--- src/rtl/button_press_mode_selector_defines.svh ---
// Assertion macros for the button press mode selector.
`ifndef BUTTON_PRESS_MODE_SELECTOR_DEFINES_SVH
`define BUTTON_PRESS_MODE_SELECTOR_DEFINES_SVH

`ifndef SYNTHESIS
`define BPMS_ASSERT_IMPLY(label, ante, cons, msg) \
    label: assert property (@(posedge clk) disable iff (!rst_n) (ante) |-> (cons)) \
        else $error(msg);
`define BPMS_ASSERT_NEXT(label, ante, cons, msg) \
    label: assert property (@(posedge clk) disable iff (!rst_n) (ante) |=> (cons)) \
        else $error(msg);
`else
`define BPMS_ASSERT_IMPLY(label, ante, cons, msg)
`define BPMS_ASSERT_NEXT(label, ante, cons, msg)
`endif

`endif

--- src/rtl/bpms_pkg.sv ---
// Shared widths, mode codes and register indexes of the button press mode selector.
`default_nettype none

package bpms_pkg;

    localparam int TS_W       = 24;
    localparam int MODE_W     = 2;
    localparam int CFG_IDX_W  = 2;
    localparam int CFG_DATA_W = 24;

    typedef logic [TS_W-1:0]       ts_t;
    typedef logic [MODE_W-1:0]     mode_t;
    typedef logic [CFG_IDX_W-1:0]  cfg_idx_t;
    typedef logic [CFG_DATA_W-1:0] cfg_data_t;

    localparam mode_t PWR_OFF   = 2'd0;
    localparam mode_t PWR_IDLE  = 2'd1;
    localparam mode_t PWR_RUN   = 2'd2;
    localparam mode_t PWR_OTHER = 2'd3;

    localparam cfg_idx_t REG_DEBOUNCE   = 2'd0;
    localparam cfg_idx_t REG_LONG_PRESS = 2'd1;

    localparam cfg_data_t DEBOUNCE_RESET   = 24'd330;
    localparam cfg_data_t LONG_PRESS_RESET = 24'd32768;

endpackage

`default_nettype wire

--- src/rtl/bpms_ifs.sv ---
// Valid/ready channel interfaces for button edges, mode requests and register writes.
`default_nettype none

interface bpms_edge_if;
    import bpms_pkg::*;
    logic  valid;
    logic  ready;
    logic  is_press;
    ts_t   now_ticks;
    mode_t present_mode;

    modport source (output valid, output is_press, output now_ticks,
                    output present_mode, input ready);
    modport sink   (input valid, input is_press, input now_ticks,
                    input present_mode, output ready);
endinterface

interface bpms_result_if;
    import bpms_pkg::*;
    logic  valid;
    logic  ready;
    logic  bounce_rejected;
    logic  request_valid;
    mode_t requested_mode;

    modport source (output valid, output bounce_rejected, output request_valid,
                    output requested_mode, input ready);
    modport sink   (input valid, input bounce_rejected, input request_valid,
                    input requested_mode, output ready);
endinterface

interface bpms_cfg_if;
    import bpms_pkg::*;
    logic      valid;
    logic      ready;
    cfg_idx_t  index;
    cfg_data_t data;

    modport source (output valid, output index, output data, input ready);
    modport sink   (input valid, input index, input data, output ready);
endinterface

`default_nettype wire

--- src/rtl/button_press_mode_selector.sv ---
// Power-button edge debounce and short/long press mode request generator.
//
// Usage:
//   btn_in  - one transaction per pin edge: is_press, 24-bit tick stamp, current mode.
//   res_out - one transaction per edge: bounce_rejected, request_valid, requested_mode.
//   cfg     - register writes; index 0 debounce_ticks, index 1 long_press_ticks.
//             Always ready; unknown indexes are dropped. Write only while idle.
// Pipeline: an accepted edge passes the input register and then the result
// register (two register stages) before it is offered on res_out.
// Throughput: one edge per cycle unless res_out is held; the combinational path is
// one subtract and one compare per check against the stored edge and press times.
// Reset: both stages empty, edge and press times zero, debounce 330 ticks,
// long press 32768 ticks.
// Stall: while res_out is held, the result register keeps its transaction and
// the input register still takes one more edge; btn_in.ready then drops
// until the result is taken.
`default_nettype none

module button_press_mode_selector #(
    parameter int TICK_BITS = 24
) (
    input  wire            clk,
    input  wire            rst_n,
    bpms_edge_if.sink      btn_in,
    bpms_result_if.source  res_out,
    bpms_cfg_if.sink       cfg
);
    import bpms_pkg::*;

    `include "button_press_mode_selector_defines.svh"

    localparam int CMP_W = (TICK_BITS > CFG_DATA_W) ? TICK_BITS : CFG_DATA_W;

    typedef logic [TICK_BITS-1:0] tick_t;
    typedef logic [CMP_W-1:0]     cmp_t;

    cfg_data_t debounce_reg;
    cfg_data_t long_press_reg;
    tick_t     last_edge_reg;
    tick_t     press_reg;

    logic      s1_vld_reg;
    logic      s1_press_reg;
    tick_t     s1_now_reg;
    mode_t     s1_mode_reg;

    logic      out_vld_reg;
    logic      out_rej_reg;
    logic      out_req_reg;
    mode_t     out_mode_reg;

    logic      out_adv;
    logic      s1_adv;
    logic      in_acc;
    tick_t     gap;
    tick_t     hold;
    logic      rejected_next;
    logic      long_hold;
    logic      req_next;
    mode_t     mode_next;

    assign out_adv = !out_vld_reg || res_out.ready;
    assign s1_adv  = s1_vld_reg && out_adv;
    assign btn_in.ready = !s1_vld_reg || out_adv;
    assign in_acc  = btn_in.valid && btn_in.ready;
    assign cfg.ready = 1'b1;

    assign gap  = s1_now_reg - last_edge_reg;
    assign hold = s1_now_reg - press_reg;
    assign rejected_next = cmp_t'(gap) <= cmp_t'(debounce_reg);
    assign long_hold     = cmp_t'(hold) > cmp_t'(long_press_reg);

    always_comb
    begin
        req_next  = 1'b0;
        mode_next = PWR_OFF;
        if (!rejected_next && !s1_press_reg)
        begin
            if (long_hold)
            begin
                req_next  = 1'b1;
                mode_next = (s1_mode_reg == PWR_OFF) ? PWR_IDLE : PWR_OFF;
            end
            else
            begin
                case (s1_mode_reg)
                    PWR_RUN:
                    begin
                        req_next  = 1'b1;
                        mode_next = PWR_IDLE;
                    end
                    PWR_IDLE:
                    begin
                        req_next  = 1'b1;
                        mode_next = PWR_RUN;
                    end
                    default:
                    begin
                        req_next  = 1'b0;
                        mode_next = PWR_OFF;
                    end
                endcase
            end
        end
    end

    always_ff @(posedge clk or negedge rst_n)
    begin
        if (!rst_n)
        begin
            debounce_reg   <= DEBOUNCE_RESET;
            long_press_reg <= LONG_PRESS_RESET;
        end
        else if (cfg.valid)
        begin
            case (cfg.index)
                REG_DEBOUNCE:   debounce_reg   <= cfg.data;
                REG_LONG_PRESS: long_press_reg <= cfg.data;
                default:        ;
            endcase
        end
    end

    always_ff @(posedge clk or negedge rst_n)
    begin
        if (!rst_n)
        begin
            s1_vld_reg    <= 1'b0;
            out_vld_reg   <= 1'b0;
            last_edge_reg <= '0;
            press_reg     <= '0;
        end
        else
        begin
            if (btn_in.ready)
            begin
                s1_vld_reg <= btn_in.valid;
            end
            if (out_adv)
            begin
                out_vld_reg <= s1_vld_reg;
            end
            if (s1_adv)
            begin
                last_edge_reg <= s1_now_reg;
                if (!rejected_next && s1_press_reg)
                begin
                    press_reg <= s1_now_reg;
                end
            end
        end
    end

    always_ff @(posedge clk)
    begin
        if (in_acc)
        begin
            s1_press_reg <= btn_in.is_press;
            s1_now_reg   <= tick_t'(btn_in.now_ticks);
            s1_mode_reg  <= btn_in.present_mode;
        end
        if (s1_adv)
        begin
            out_rej_reg  <= rejected_next;
            out_req_reg  <= req_next;
            out_mode_reg <= mode_next;
        end
    end

    assign res_out.valid           = out_vld_reg;
    assign res_out.bounce_rejected = out_rej_reg;
    assign res_out.request_valid   = out_req_reg;
    assign res_out.requested_mode  = out_mode_reg;

    // Check the decision logic and the edge-time update.
    `BPMS_ASSERT_IMPLY(a_bounce_no_request, out_vld_reg && out_rej_reg, !out_req_reg,
        "bounced edge raised a mode request")
    `BPMS_ASSERT_IMPLY(a_no_request_mode_off, out_vld_reg && !out_req_reg,
        out_mode_reg == PWR_OFF, "mode field set without a request")
    `BPMS_ASSERT_IMPLY(a_request_mode_legal, out_vld_reg && out_req_reg,
        out_mode_reg != PWR_OTHER, "request for an undefined mode")
    `BPMS_ASSERT_NEXT(a_edge_time_update, s1_adv, last_edge_reg == $past(s1_now_reg),
        "previous edge time not updated")

endmodule

`default_nettype wire
--- src/flat_wrapper.sv ---
// flat-port wrapper written by rule: the top's interface ports become plain ports
module button_press_mode_selector_flat import bpms_pkg::*;
#(
    parameter int TICK_BITS = 24
)
  (clk, rst_n, btn_in_valid, btn_in_is_press, btn_in_now_ticks, btn_in_present_mode, btn_in_ready, res_out_valid, res_out_bounce_rejected, res_out_request_valid, res_out_requested_mode, res_out_ready, cfg_valid, cfg_index, cfg_data, cfg_ready);
  bpms_edge_if btn_in_i ();
  bpms_result_if res_out_i ();
  bpms_cfg_if cfg_i ();
  input  wire clk;
  input  wire rst_n;
  input wire logic [$bits(btn_in_i.valid)-1:0] btn_in_valid;
  input wire logic [$bits(btn_in_i.is_press)-1:0] btn_in_is_press;
  input wire logic [$bits(btn_in_i.now_ticks)-1:0] btn_in_now_ticks;
  input wire logic [$bits(btn_in_i.present_mode)-1:0] btn_in_present_mode;
  output wire logic [$bits(btn_in_i.ready)-1:0] btn_in_ready;
  output wire logic [$bits(res_out_i.valid)-1:0] res_out_valid;
  output wire logic [$bits(res_out_i.bounce_rejected)-1:0] res_out_bounce_rejected;
  output wire logic [$bits(res_out_i.request_valid)-1:0] res_out_request_valid;
  output wire logic [$bits(res_out_i.requested_mode)-1:0] res_out_requested_mode;
  input wire logic [$bits(res_out_i.ready)-1:0] res_out_ready;
  input wire logic [$bits(cfg_i.valid)-1:0] cfg_valid;
  input wire logic [$bits(cfg_i.index)-1:0] cfg_index;
  input wire logic [$bits(cfg_i.data)-1:0] cfg_data;
  output wire logic [$bits(cfg_i.ready)-1:0] cfg_ready;
  assign btn_in_i.valid = btn_in_valid;
  assign btn_in_i.is_press = btn_in_is_press;
  assign btn_in_i.now_ticks = btn_in_now_ticks;
  assign btn_in_i.present_mode = btn_in_present_mode;
  assign btn_in_ready = btn_in_i.ready;
  assign res_out_valid = res_out_i.valid;
  assign res_out_bounce_rejected = res_out_i.bounce_rejected;
  assign res_out_request_valid = res_out_i.request_valid;
  assign res_out_requested_mode = res_out_i.requested_mode;
  assign res_out_i.ready = res_out_ready;
  assign cfg_i.valid = cfg_valid;
  assign cfg_i.index = cfg_index;
  assign cfg_i.data = cfg_data;
  assign cfg_ready = cfg_i.ready;
  button_press_mode_selector #(.TICK_BITS(TICK_BITS)) u_core (.clk(clk), .rst_n(rst_n), .btn_in(btn_in_i), .res_out(res_out_i), .cfg(cfg_i));
endmodule
--- config.mk ---
export PLATFORM = sky130hd
export DESIGN_NAME = button_press_mode_selector_flat
export DESIGN_NICKNAME = d
export VERILOG_FILES = /design/src/rtl/bpms_pkg.sv /design/src/rtl/bpms_ifs.sv /design/src/rtl/button_press_mode_selector.sv /design/src/flat_wrapper.sv
export VERILOG_INCLUDE_DIRS = /design/src /design/src/rtl
export SDC_FILE = /design/constraint.sdc
export NUM_CORES = 1
export LEC_CHECK = 0
export BUFFER_PORTS_ARGS = -buffer_cell sky130_fd_sc_hd__buf_4
export CORE_MARGIN = 8
export CORE_UTILIZATION = 46
export DETAILED_ROUTE_END_ITERATION = 10
export GPL_ROUTABILITY_DRIVEN = 1
export SYNTH_ARGS = -nofsm -noshare
export SYNTH_HDL_FRONTEND = slang
export SYNTH_SLANG_ARGS = --single-unit
export TNS_END_PERCENT = 100
--- constraint.sdc ---
create_clock -name clk -period 5.9 [get_ports clk]
set_input_delay 1.18 -clock clk [delete_from_list [all_inputs] [get_ports clk]]
set_output_delay 1.18 -clock clk [all_outputs]
set_load 0.03 [all_outputs]
== Yosys cells after proc, flatten, opt, wreduce, memory -nomap -nowiden ==
Index checks and enable logic that the tools add are counted.
Widths: inputs -> output; s select.

* Bits in read-only memories: 0
* RAM bits: 0
* Bits in latches: 0
* Input port bits: 58
* Logic and storage cells: 40
* Output and inout port bits: 7
* Memories: 0
* Register bits: 129

* Reductions and logical operators: 16
* $lt $le $gt $ge: 2
* Bitwise gates (word level): 0
* Shift operators: 0
* $mul: 0
* Divide/modulo/power cells: 0
* Eq/ne operators: 3
* Add/sub/neg operators: 2
* Muxes and demuxes: 5

{| class="wikitable"
|+ Operators by type and width
! kind !! count
|-
| $sub 24x24->24 || 2
|-
| $gt 24x24->1 || 1
|-
| $le 24x24->1 || 1
|-
| $reduce_and 2->1 || 3
|-
| $eq 2x1->1 const B || 2
|-
| $logic_and 1x1->1 || 4
|-
| $logic_not 1->1 || 4
|-
| $logic_not 2->1 || 2
|-
| $pmux 2 s2 || 1
|-
| $mux 1 || 3
|-
| $eq 2x2->1 const B || 1
|-
| $logic_or 1x1->1 || 2
|-
| $mux 2 || 1
|-
| $reduce_or 2->1 || 1
|}

== Longest topological paths before layout ==
Gate-level depths: netlist (run 1).

* Depth in word-level cells: 5
* Mapped depth: 19

== Worst setup path after synthesis (run 1) ==
OpenSTA, ideal clock, no wires.

* Kind: flip-flop to flip-flop
* Start: register u_core.s1_now_reg[0]
* End: register u_core.press_reg[10]
* Period minus slack after synthesis: 4,406 ps
* Setup time: 125 ps
* Stages on the path, launching flop included: 20
* Required time: 5,775 ps
* Path slack: 1,494 ps
* Arrival: 4,281 ps
* Path buffers: 1
* Cells stage by stage: edfxtp_1 -> inv_1 -> ha_1 -> fa_1 -> nor2b_1 -> o31a_2 -> o41ai_1 -> o211a_1 -> or3b_1 -> a311oi_1 -> xor2_1 -> ha_1 -> nand4_1 -> or2_4 -> or3_4 -> nor3_4 -> nor3b_2 -> o21ai_4 -> buf_12 -> mux2_4

* Cells in the longest elaborated chain, start to end: 5

{| class="wikitable"
|+ RTL lines
! element !! RTL line !! RTL
|-
| start, declared || button_press_mode_selector.sv:44 || <nowiki>tick_t s1_now_reg;</nowiki>
|-
| start signal, assigned || button_press_mode_selector.sv:159 || <nowiki>s1_now_reg <= tick_t'(btn_in.now_ticks);</nowiki>
|-
| $sub 24x24->24 || button_press_mode_selector.sv:68 || <nowiki>assign gap = s1_now_reg - last_edge_reg;</nowiki>
|-
| $le 24x24->1 || button_press_mode_selector.sv:70 || <nowiki>assign rejected_next = cmp_t'(gap) <= cmp_t'(debounce_reg);</nowiki>
|-
| $logic_not 1->1 || button_press_mode_selector.sv:146 || <nowiki>if (!rejected_next && s1_press_reg)</nowiki>
|-
| $logic_and 1x1->1 || button_press_mode_selector.sv:146 ||
|-
| $reduce_and 2->1 (no source line) || -- ||
|-
| end signal, assigned || button_press_mode_selector.sv:148 || <nowiki>press_reg <= s1_now_reg;</nowiki>
|-
| end, declared || button_press_mode_selector.sv:40 || <nowiki>tick_t press_reg;</nowiki>
|}

Every way passes these cells.
A chain may end at the register's enable or synchronous reset.

== Final worst setup path (run 1) ==
* Start: register u_core.s1_now_reg[0]
* End: register u_core.press_reg[2]

The elaborated chain is that of the path after synthesis.

==> results.py, run 1 <==
metrics = {
    "logic_synthesis": {
        "netlist.area_leader.share_pct": 27.9,
        "ys_ff_latch": 129,
        "synthMostInstantiatedCell": "inv_1",
        "syn-mean-instance-area_sq_um": 10.1,
        "synth_flop_cell": "dfrtp_1",
        "synth.largest_area_cell": "dfrtp_1",
        "synth-adder-area-share_pct": 15.1,
        "synth_area_leaders": "dfrtp_1, ha_1, edfxtp_1, inv_1, o21ai_0",
        "muxShareOfSynthArea_pct": 7.72,
        "syn-cell-area_sq_um": 8330,
        "async_flop_share_pct": 76.0,
        "synthTopCellsByCount": "inv_1, ha_1, dfrtp_1",
        "ys_seq_area_share_pct": 40.7,
        "yosys_warnings": 0,
        "synthSimpleGateAreaFrac_pct": 10.1,
        "synth_top_family_by_area": "compound AO/OA/AOI/OAI gates",
        "synth_xor_area_share_pct": 4.10,
        "syn-instance-count": 828,
        "syn_nets": 985,
        "synth_cell_types": 61,
        "synth_compound_area_share_pct": 16.1,
        "synth_edf_count": 31,
    },
    "timing": {
        "rsz0062_at_grt": "false",
        "slew_headroom_pct": 24.1,
        "max_freq_mhz": 193,
        "hold_violations": 0,
        "slew_viol_final": 0,
        "skew_ps": 5.80,
        "post-route-period-util_pct": 87.8,
        "worstMarginPinSlew_ps": 1130,
        "tns_ps": 0,
        "layout_setup_ws_ps": 718,
        "min_period_ps": 5180,
        "finalSetupViolations": 0,
    },
    "clock_network": {
        "clock-root-buffer": "clkbuf_16",
        "ctsHoldBuffers": 0,
        "cts_tree": "built",
        "post_cts_buffers": 0,
        "cts.sinks": 129,
        "htree_levels": 4,
        "cts_buffers": 17,
        "clk_pin_slew_ps": 50,
        "post_cts_resized": 0,
        "clk_latency_ps": 410,
        "clock_path_buffers": 2,
    },
    "final_layout": {
        "drive_gt1_share_pct": 17.7,
        "nets": 1055,
        "syn_to_final_growth_pct": 14.9,
        "design_area_sq_um": 9570,
        "n_antenna_cell": 0,
        "n_fill_cell": 1616,
        "multiInputGateArea_sq_um": 4430,
        "seq_area_sq_um": 3390,
    },
    "placement": {
        "gp_congestion": 0.844,
        "numPortBuffers": 63,
        "place_area_sq_um": 9030,
        "dp_hpwl_um": 14400,
        "post-place-ws_ps": 672,
    },
    "floorplanning": {
        "dieArea_sq_um": 22700,
        "io_pins": 65,
        "dieWidth_um": 151,
        "die_y_um": 151,
        "rows": 49,
        "start_util_pct": 46.7,
        "core_region_area_sq_um": 17800,
    },
    "setup_path": {
        "start_kind": "flip-flop",
        "path_max_fanout": 24,
        "reg2reg_slack_ps": 720,
        "crit_start": "u_core.s1_now_reg[0]",
        "cp-endpoint": "u_core.press_reg[2]",
        "rr_worst_depth": 18,
        "cp_data_required_time_ps": 6200,
        "r2r_start": "u_core.s1_now_reg[0]",
        "crit_type": "reg -> reg",
        "arrival_ps": 5480,
        "worstPathCellList": "inv_1, ha_1, fa_1, nor2b_1, o31a_2, o41ai_1, o211a_1, or3b_1, a311oi_1, xor2_1, ha_1, a21o_1, a21o_1, a21oi_1, o21ai_0, or3_1, o21ai_4, mux2_2",
        "critPathMaxStageDelay_ps": 930,
        "r2r-end": "u_core.press_reg[2]",
        "critPathCaptureType": "flip-flop",
        "slowest_stage": "o21ai_4",
    },
    "grt": {
        "grtUsageMet1_pct": 26.4,
        "gr-usage-all-layers_pct": 17.2,
        "grt_pass1_wl_um": 30200,
        "gr-usage-met2_pct": 23.7,
        "grt_pass1_vias": 5739,
        "grt_start_max_net_pins": 52,
        "antenna_found_initial": 0,
        "overflow": 0,
        "busiest_layer": "met1",
        "met3_usage_pct": 3.13,
    },
    "power": {
        "peakVddDrop_v": 0.000250,
        "total_leakage_power_nw": 4.58,
        "p_total_mw": 4.30,
        "power_density_nw_per_um2": 449,
    },
    "status": {
        "outcome": "finished clean",
    },
    "detailed_routing": {
        "drtPass1Iterations": 7,
        "detail-route-antenna-nets": 0,
        "num_vias": 5966,
        "drtIter0Drc": 374,
        "vias_per_cell": 5.23,
        "drc_errors": 0,
        "routedWlPerCell_um": 16.2,
        "routed_wl_um": 18400,
    },
    "worst_hold_path": {
        "min_path_type": "reg -> reg",
    },
    "run": {
        "max_cap_violations": 0,
    },
}
[cells in the final DEF (no fill, tap or decap), drive strengths merged, types with 4 or more instances in the layout]
cell / Yosys / layout
inv: 109 / 109
ha: 97 / 97
dfrtp: 93 / 93
o21ai: 80 / 80
buf: 3 / 68
nand2: 67 / 67
a21oi: 53 / 53
mux2: 49 / 49
edfxtp: 31 / 31
a21o: 30 / 30
clkbuf: 14 / 25
xnor2: 24 / 24
nor2: 24 / 24
nand4: 16 / 16
xor2: 15 / 15
o21a: 12 / 12
nand2b: 10 / 10
nor3: 9 / 9
o21bai: 8 / 8
nand3: 8 / 8
nor2b: 8 / 8
clkinv: 1 / 7
nor3b: 6 / 6
a211oi: 5 / 5
dfstp: 5 / 5
a2111oi: 5 / 5
and3: 4 / 4
nand3b: 4 / 4
[cell type report]
class / count / area share, %
clock buffer: 25 / 5.07
timing repair buffer: 68 / 5.33
multi-input combinational: 572 / 46.3
sequential: 129 / 35.4
tap: 229 / 2.99
clock inverter: 7 / 0.601
inverter: 110 / 4.31
[where the power goes]
part | switching, mW | internal (mW) | total (mW)
sequential | 0.103 | 1.12 | 1.22
combinational | 1.13 | 0.968 | 2.10
clock | 0.367 | 0.607 | 0.974
[logic make-up after synthesis]
group	Yosys count
compound gates	216
xor+xnor	39
fa+ha+maj	99
buf+inv	127
flops	129
mux	51
other cells	1
simple gates	166
[per-layer routing]
layer	up-vias	wire, um
li1	3040	-
met2	111	7350
met4	0	215
met1	2802	10100
met3	13	745
met5	-	0
[through the flow]
step | hold slack [ps] | instances | util, %
floorplan | 454 | 828 | -
global placement | 476 | 1108 | 50.6
detailed placement | 494 | 1108 | 50.6
CTS | 502 | 1140 | 53.7
global route | 510 | 1140 | 53.7
finish | 501 | 1140 | 53.7
[worst min path at each step]
stage	startpoint	end	slack, ps	cells after the start
finish	u_core.s1_vld_reg	u_core.res_out.valid	500	1
detailed placement	u_core.last_edge_reg[0]	u_core.last_edge_reg[0]	490	2
CTS	u_core.s1_vld_reg	u_core.res_out.valid	500	1
floorplan	u_core.last_edge_reg[0]	u_core.last_edge_reg[0]	450	2
global route	u_core.long_press_reg[16]	u_core.long_press_reg[16]	510	1
global placement	u_core.s1_vld_reg	u_core.res_out.valid	480	1
[worst max-delay path: cells and delay by family, from the launching register on]
kind / cells / cell delay (ps)
adders and majority gates: 3 / 830
and+or+nand+nor: 3 / 1000
muxes: 1 / 420
AOI/OAI and AO/OA: 9 / 2300
buffers and inverters: 1 / 70
DFF: 1 / 340
xor gates and xnor gates: 1 / 120
No activity file was read; power rests on OpenSTA's default activity.
==> run 2: changes to the inputs <==
- CORE_MARGIN: 8 -> 2
==> results.py, run 2 (synthesis results as in run 1) <==
metrics = {
    "placement": {
        "numPortBuffers": 63,
        "place_area_sq_um": 9020,
        "gp_congestion": 0.887,
        "post-place-ws_ps": 674,
        "dpl.cell_count": 1107,
        "dp_hpwl_um": 14300,
    },
    "timing": {
        "tns_ps": 0,
        "min_period_ps": 5210,
        "slew_viol_final": 0,
        "slew_headroom_pct": 22.0,
        "max_freq_mhz": 192,
        "layout_setup_ws_ps": 688,
        "finalSetupViolations": 0,
        "hold_violations": 0,
        "worstMarginPinSlew_ps": 1160,
        "skew_ps": 7.42,
        "rsz0062_at_grt": "false",
        "post-route-period-util_pct": 88.3,
    },
    "setup_path": {
        "slowest_stage": "o21ai_4",
        "path_max_fanout": 24,
        "cp_data_required_time_ps": 6200,
        "crit_type": "reg -> reg",
        "critPathCaptureType": "flip-flop",
        "worst-path-buf-inv": 1,
        "arrival_ps": 5520,
        "worstPathCellList": "inv_1, ha_1, fa_1, nor2b_1, o31a_2, o41ai_1, o211a_1, or3b_1, a311oi_1, xor2_1, ha_1, a21o_1, a21o_1, a21oi_1, o21ai_0, or3_1, o21ai_4, mux2_2",
        "crit_family": "compound AO/OA/AOI/OAI gates",
        "start_kind": "flip-flop",
        "critPathMaxStageDelay_ps": 950,
        "reg2reg_slack_ps": 690,
    },
    "clock_network": {
        "cts_tree": "built",
        "clock-root-buffer": "clkbuf_16",
        "htree_levels": 4,
        "clock_path_buffers": 2,
        "cts.sinks": 129,
        "ctsHoldBuffers": 0,
        "clk_pin_slew_ps": 50,
        "cts_buffers": 17,
        "post_cts_buffers": 0,
        "post_cts_resized": 0,
        "clk_latency_ps": 420,
    },
    "floorplanning": {
        "dieWidth_um": 139,
        "io_pins": 65,
        "core_region_area_sq_um": 17800,
        "rows": 49,
        "dieArea_sq_um": 19200,
        "die_y_um": 139,
        "start_util_pct": 46.7,
    },
    "run": {
        "max_cap_violations": 0,
    },
    "grt": {
        "overflow": 0,
        "busiest_layer": "met1",
        "grt_start_max_net_pins": 56,
        "grt_pass1_vias": 6008,
        "gr-usage-met2_pct": 28.6,
        "grtUsageMet1_pct": 31.9,
        "antenna_found_initial": 0,
        "grt_pass1_wl_um": 31100,
        "met3_usage_pct": 3.42,
        "gr-usage-all-layers_pct": 20.4,
    },
    "detailed_routing": {
        "detail-route-antenna-nets": 0,
        "vias_per_cell": 5.32,
        "drtPass1Iterations": 5,
        "routed_wl_um": 18600,
        "num_vias": 6052,
        "drtIter0Drc": 350,
        "routedWlPerCell_um": 16.3,
        "drc_errors": 0,
    },
    "final_layout": {
        "utilization_pct": 53.9,
        "syn_to_final_growth_pct": 15.4,
        "layout_common_cells": "inv_1, ha_1, dfrtp_1, o21ai_0",
        "nets": 1054,
        "n_antenna_cell": 0,
        "final_common_cell": "inv_1",
        "design_area_sq_um": 9610,
        "drive_gt1_share_pct": 17.7,
        "final_cells": 1138,
    },
    "worst_hold_path": {
        "min_path_type": "reg -> reg",
    },
    "power": {
        "peakVddDrop_v": 0.000247,
        "power_density_nw_per_um2": 459,
        "p_int_mw": 2.78,
        "p_comb_share_pct": 48.2,
        "p_seq_share_pct": 27.6,
        "power_frac_clock_pct": 24.2,
        "p_sw_mw": 1.63,
        "total_leakage_power_nw": 4.60,
        "p_sw_share_pct": 36.9,
    },
    "status": {
        "outcome": "finished clean",
    },
}
-- run 2: final timing paths --
kind | startpoint | end | depth (start not counted)
max | u_core.s1_now_reg[0] | u_core.press_reg[2] | 18
min | u_core.last_edge_reg[0] | u_core.last_edge_reg[0] | 2
max reg2reg | u_core.s1_now_reg[0] | u_core.press_reg[2] | 18
min reg2reg | u_core.last_edge_reg[0] | u_core.last_edge_reg[0] | 2
max in group asynchronous | rst_n | u_core.press_reg[11] | 2
min in group asynchronous | rst_n | u_core.last_edge_reg[4] | 1
-- run 2: power groups by stage --
stage | sequential, mW | clock (mW) | combinational, mW
floorplan | 1.21 | 0 | 1.62
global placement | 1.23 | 0 | 2.10
detailed placement | 1.23 | 0 | 2.11
CTS | 1.22 | 1.09 | 2.13
global route | 1.24 | 1.13 | 2.40
finish | 1.22 | 1.07 | 2.12
-- run 2: area by class of cell --
type / count / area (sq um)
clock buffer: 25 / 485
clock inverter: 6 / 105
fill: 1613 / 8230
inverter: 110 / 413
multi-input combinational: 572 / 4430
sequential: 129 / 3390
tap: 229 / 287
timing repair buffer: 67 / 503
-- run 2: worst reg2reg max path, stage by stage, from the launching register on --
cell and delay [ps]:
edfxtp_1 330, inv_1 70, ha_1 230, fa_1 410
nor2b_1 170, o31a_2 170, o41ai_1 100, o211a_1 300
or3b_1 410, a311oi_1 280, xor2_1 110, ha_1 200
a21o_1 150, a21o_1 170, a21oi_1 120, o21ai_0 100
or3_1 420, o21ai_4 950, mux2_2 430
-- run 2: metal layers --
layer  vias to the layer above  part of all wire, %
met3                        13                  5.0
met4                         0                  1.2
met5                         -                    0
met2                       157                   41
li1                       3033                    -
met1                      2849                   53
-- run 2: metrics by stage --
stage                     power (mW)  hold WS [ps]
after floorplan                 2.83           454
after global placement          3.33           478
after detailed placement        3.34           493
after CTS                       4.44           505
after global routing            4.78           517
final                           4.41           503
==> run 3: changes to the inputs <==
- CORE_MARGIN: 2 -> unset
- clock period: 5.9 -> 4.8 ns (I/O delays scaled with it)
==> results.py, run 3 (synthesis results as in run 1) <==
metrics = {
    "timing": {
        "slew_headroom_pct": 26.9,
        "worstMarginPinSlew_ps": 1090,
        "min_period_ps": 4620,
        "skew_ps": 11.3,
        "max_freq_mhz": 216,
        "hold_ws_ps": 501,
        "slew_viol_final": 0,
        "finalSetupViolations": 0,
        "hold_violations": 0,
        "post-route-period-util_pct": 96.3,
    },
    "detailed_routing": {
        "num_vias": 6105,
        "routed_wl_um": 19300,
        "drc_errors": 0,
        "drtIter0Drc": 266,
        "vias_per_cell": 5.31,
        "drtPass1Iterations": 4,
        "detail-route-antenna-nets": 0,
        "routedWlPerCell_um": 16.8,
    },
    "grt": {
        "grt_start_max_net_pins": 71,
        "overflow": 0,
        "grt_pass1_vias": 6058,
        "gr-usage-all-layers_pct": 22.4,
        "antenna_found_initial": 0,
        "grt_pass1_wl_um": 31100,
    },
    "floorplanning": {
        "io_pins": 65,
        "rows": 48,
        "die_y_um": 137,
        "core_region_area_sq_um": 17500,
        "start_util_pct": 47.7,
        "dieWidth_um": 137,
        "dieArea_sq_um": 18600,
    },
    "clock_network": {
        "cts_tree": "built",
        "clk_pin_slew_ps": 60,
        "post_cts_buffers": 0,
        "cts.sinks": 129,
        "cts_buffers": 17,
        "clock_path_buffers": 2,
        "clk_latency_ps": 420,
        "clock-root-buffer": "clkbuf_16",
        "ctsHoldBuffers": 0,
        "htree_levels": 4,
    },
    "setup_path": {
        "crit_type": "reg -> reg",
        "critPathCaptureType": "flip-flop",
        "arrival_ps": 4920,
        "path_max_fanout": 12,
        "start_kind": "flip-flop",
        "cp_data_required_time_ps": 5100,
    },
    "final_layout": {
        "n_fill_cell": 1526,
        "nets": 1069,
        "drive_gt1_share_pct": 19.9,
        "layout_common_cells": "inv_1, ha_1, dfrtp_1, buf_4, o21ai_0",
        "final_common_cell": "inv_1",
        "syn_to_final_growth_pct": 17.4,
        "n_antenna_cell": 0,
        "design_area_sq_um": 9780,
        "utilization_pct": 56.0,
    },
    "power": {
        "power_density_nw_per_um2": 558,
        "p_sw_share_pct": 37.8,
        "total_leakage_power_nw": 4.67,
        "peakVddDrop_v": 0.000360,
        "p_sw_mw": 2.06,
        "p_comb_share_pct": 49.9,
        "p_seq_share_pct": 27.4,
        "p_int_mw": 3.39,
        "p_total_mw": 5.45,
        "power_frac_clock_pct": 22.7,
    },
    "placement": {
        "dp_hpwl_um": 14800,
        "place_area_sq_um": 9160,
        "gp_congestion": 0.870,
        "numPortBuffers": 63,
    },
    "worst_hold_path": {
        "min_path_type": "reg -> reg",
    },
    "status": {
        "outcome": "finished clean",
    },
    "run": {
        "max_cap_violations": 0,
    },
}
==> run 3: changes by cell type in the layout (fill, tap and decap cells not counted), sizes merged <==
cell	change
clkinv	+7
bufinv	-1
buf	+15
clkbuf	-5
==> run 3: per-stage QoR <==
step | cells | worst slack, ps | TNS, ps
final | 1150 | 175 | 0
after global routing | 1150 | -20.0 | -54.9
after CTS | 1150 | 20.8 | 0
after detailed placement | 1118 | 66.4 | 0
after global placement | 1118 | 181 | 0
after floorplan | 828 | 394 | 0
==> run 3: layout make-up <==
cell class	instances	area (sq um)	area share, %
Timing Repair Buffer	82	641	6.55
Clock inverter	12	118	1.20
Tap cell	225	282	2.88
Clock buffer	20	437	4.46
Sequential cell	129	3390	34.7
Multi-Input combinational cell	572	4500	46.0
Inverter	110	413	4.22
==> run 3: routing by layer <==
layer / wire length (um) / global-route usage, %
met1: 9760 / 32.6
met2: 8350 / 33.2
met3: 953 / 4.89
met4: 208 / 6.36
met5: 0 / 0
==> run 3: worst paths after layout <==
path | from | end | slack, ps | cells after the start
hold reg to reg | u_core.s1_vld_reg | u_core.res_out.valid | 500 | 1
hold / removal | u_core.s1_vld_reg | u_core.res_out.valid | 500 | 1
max in group asynchronous | rst_n | u_core.long_press_reg[15] | 3100 | 2
min in group asynchronous | rst_n | u_core.last_edge_reg[7] | 620 | 1
setup / recovery | u_core.s1_now_reg[0] | u_core.press_reg[2] | 180 | 19
setup reg to reg | u_core.s1_now_reg[0] | u_core.press_reg[2] | 180 | 19
==> run 3: power groups by stage <==
stage / clock network (mW) / logic, mW / registers (mW)
finish: 1.24 / 2.72 / 1.49
global route: 1.32 / 3.08 / 1.52
CTS: 1.27 / 2.69 / 1.49
detailed placement: 0 / 2.66 / 1.51
global placement: 0 / 2.58 / 1.50
floorplan: 0 / 1.99 / 1.49
==> run 3: critical path, cell delays in order, from the launching register on <==
cell and delay [ps]:
edfxtp_1 340, inv_1 80, ha_1 220, fa_1 420
nor2b_2 140, o31a_2 160, o41ai_2 80, o211a_1 280
or3b_1 420, a311oi_2 240, xor2_1 110, ha_1 290
nand4_1 110, or2_4 290, or3_4 400, nor3_4 190
nor3b_2 80, o21ai_4 120, buf_12 190, mux2_2 330
==> run 3: repair_timing <==
item                                    in CTS  in global routing
hold endpoints to repair                     0                  0
gates resized for setup                      0                 13
endpoints found under the setup margin       0                 27
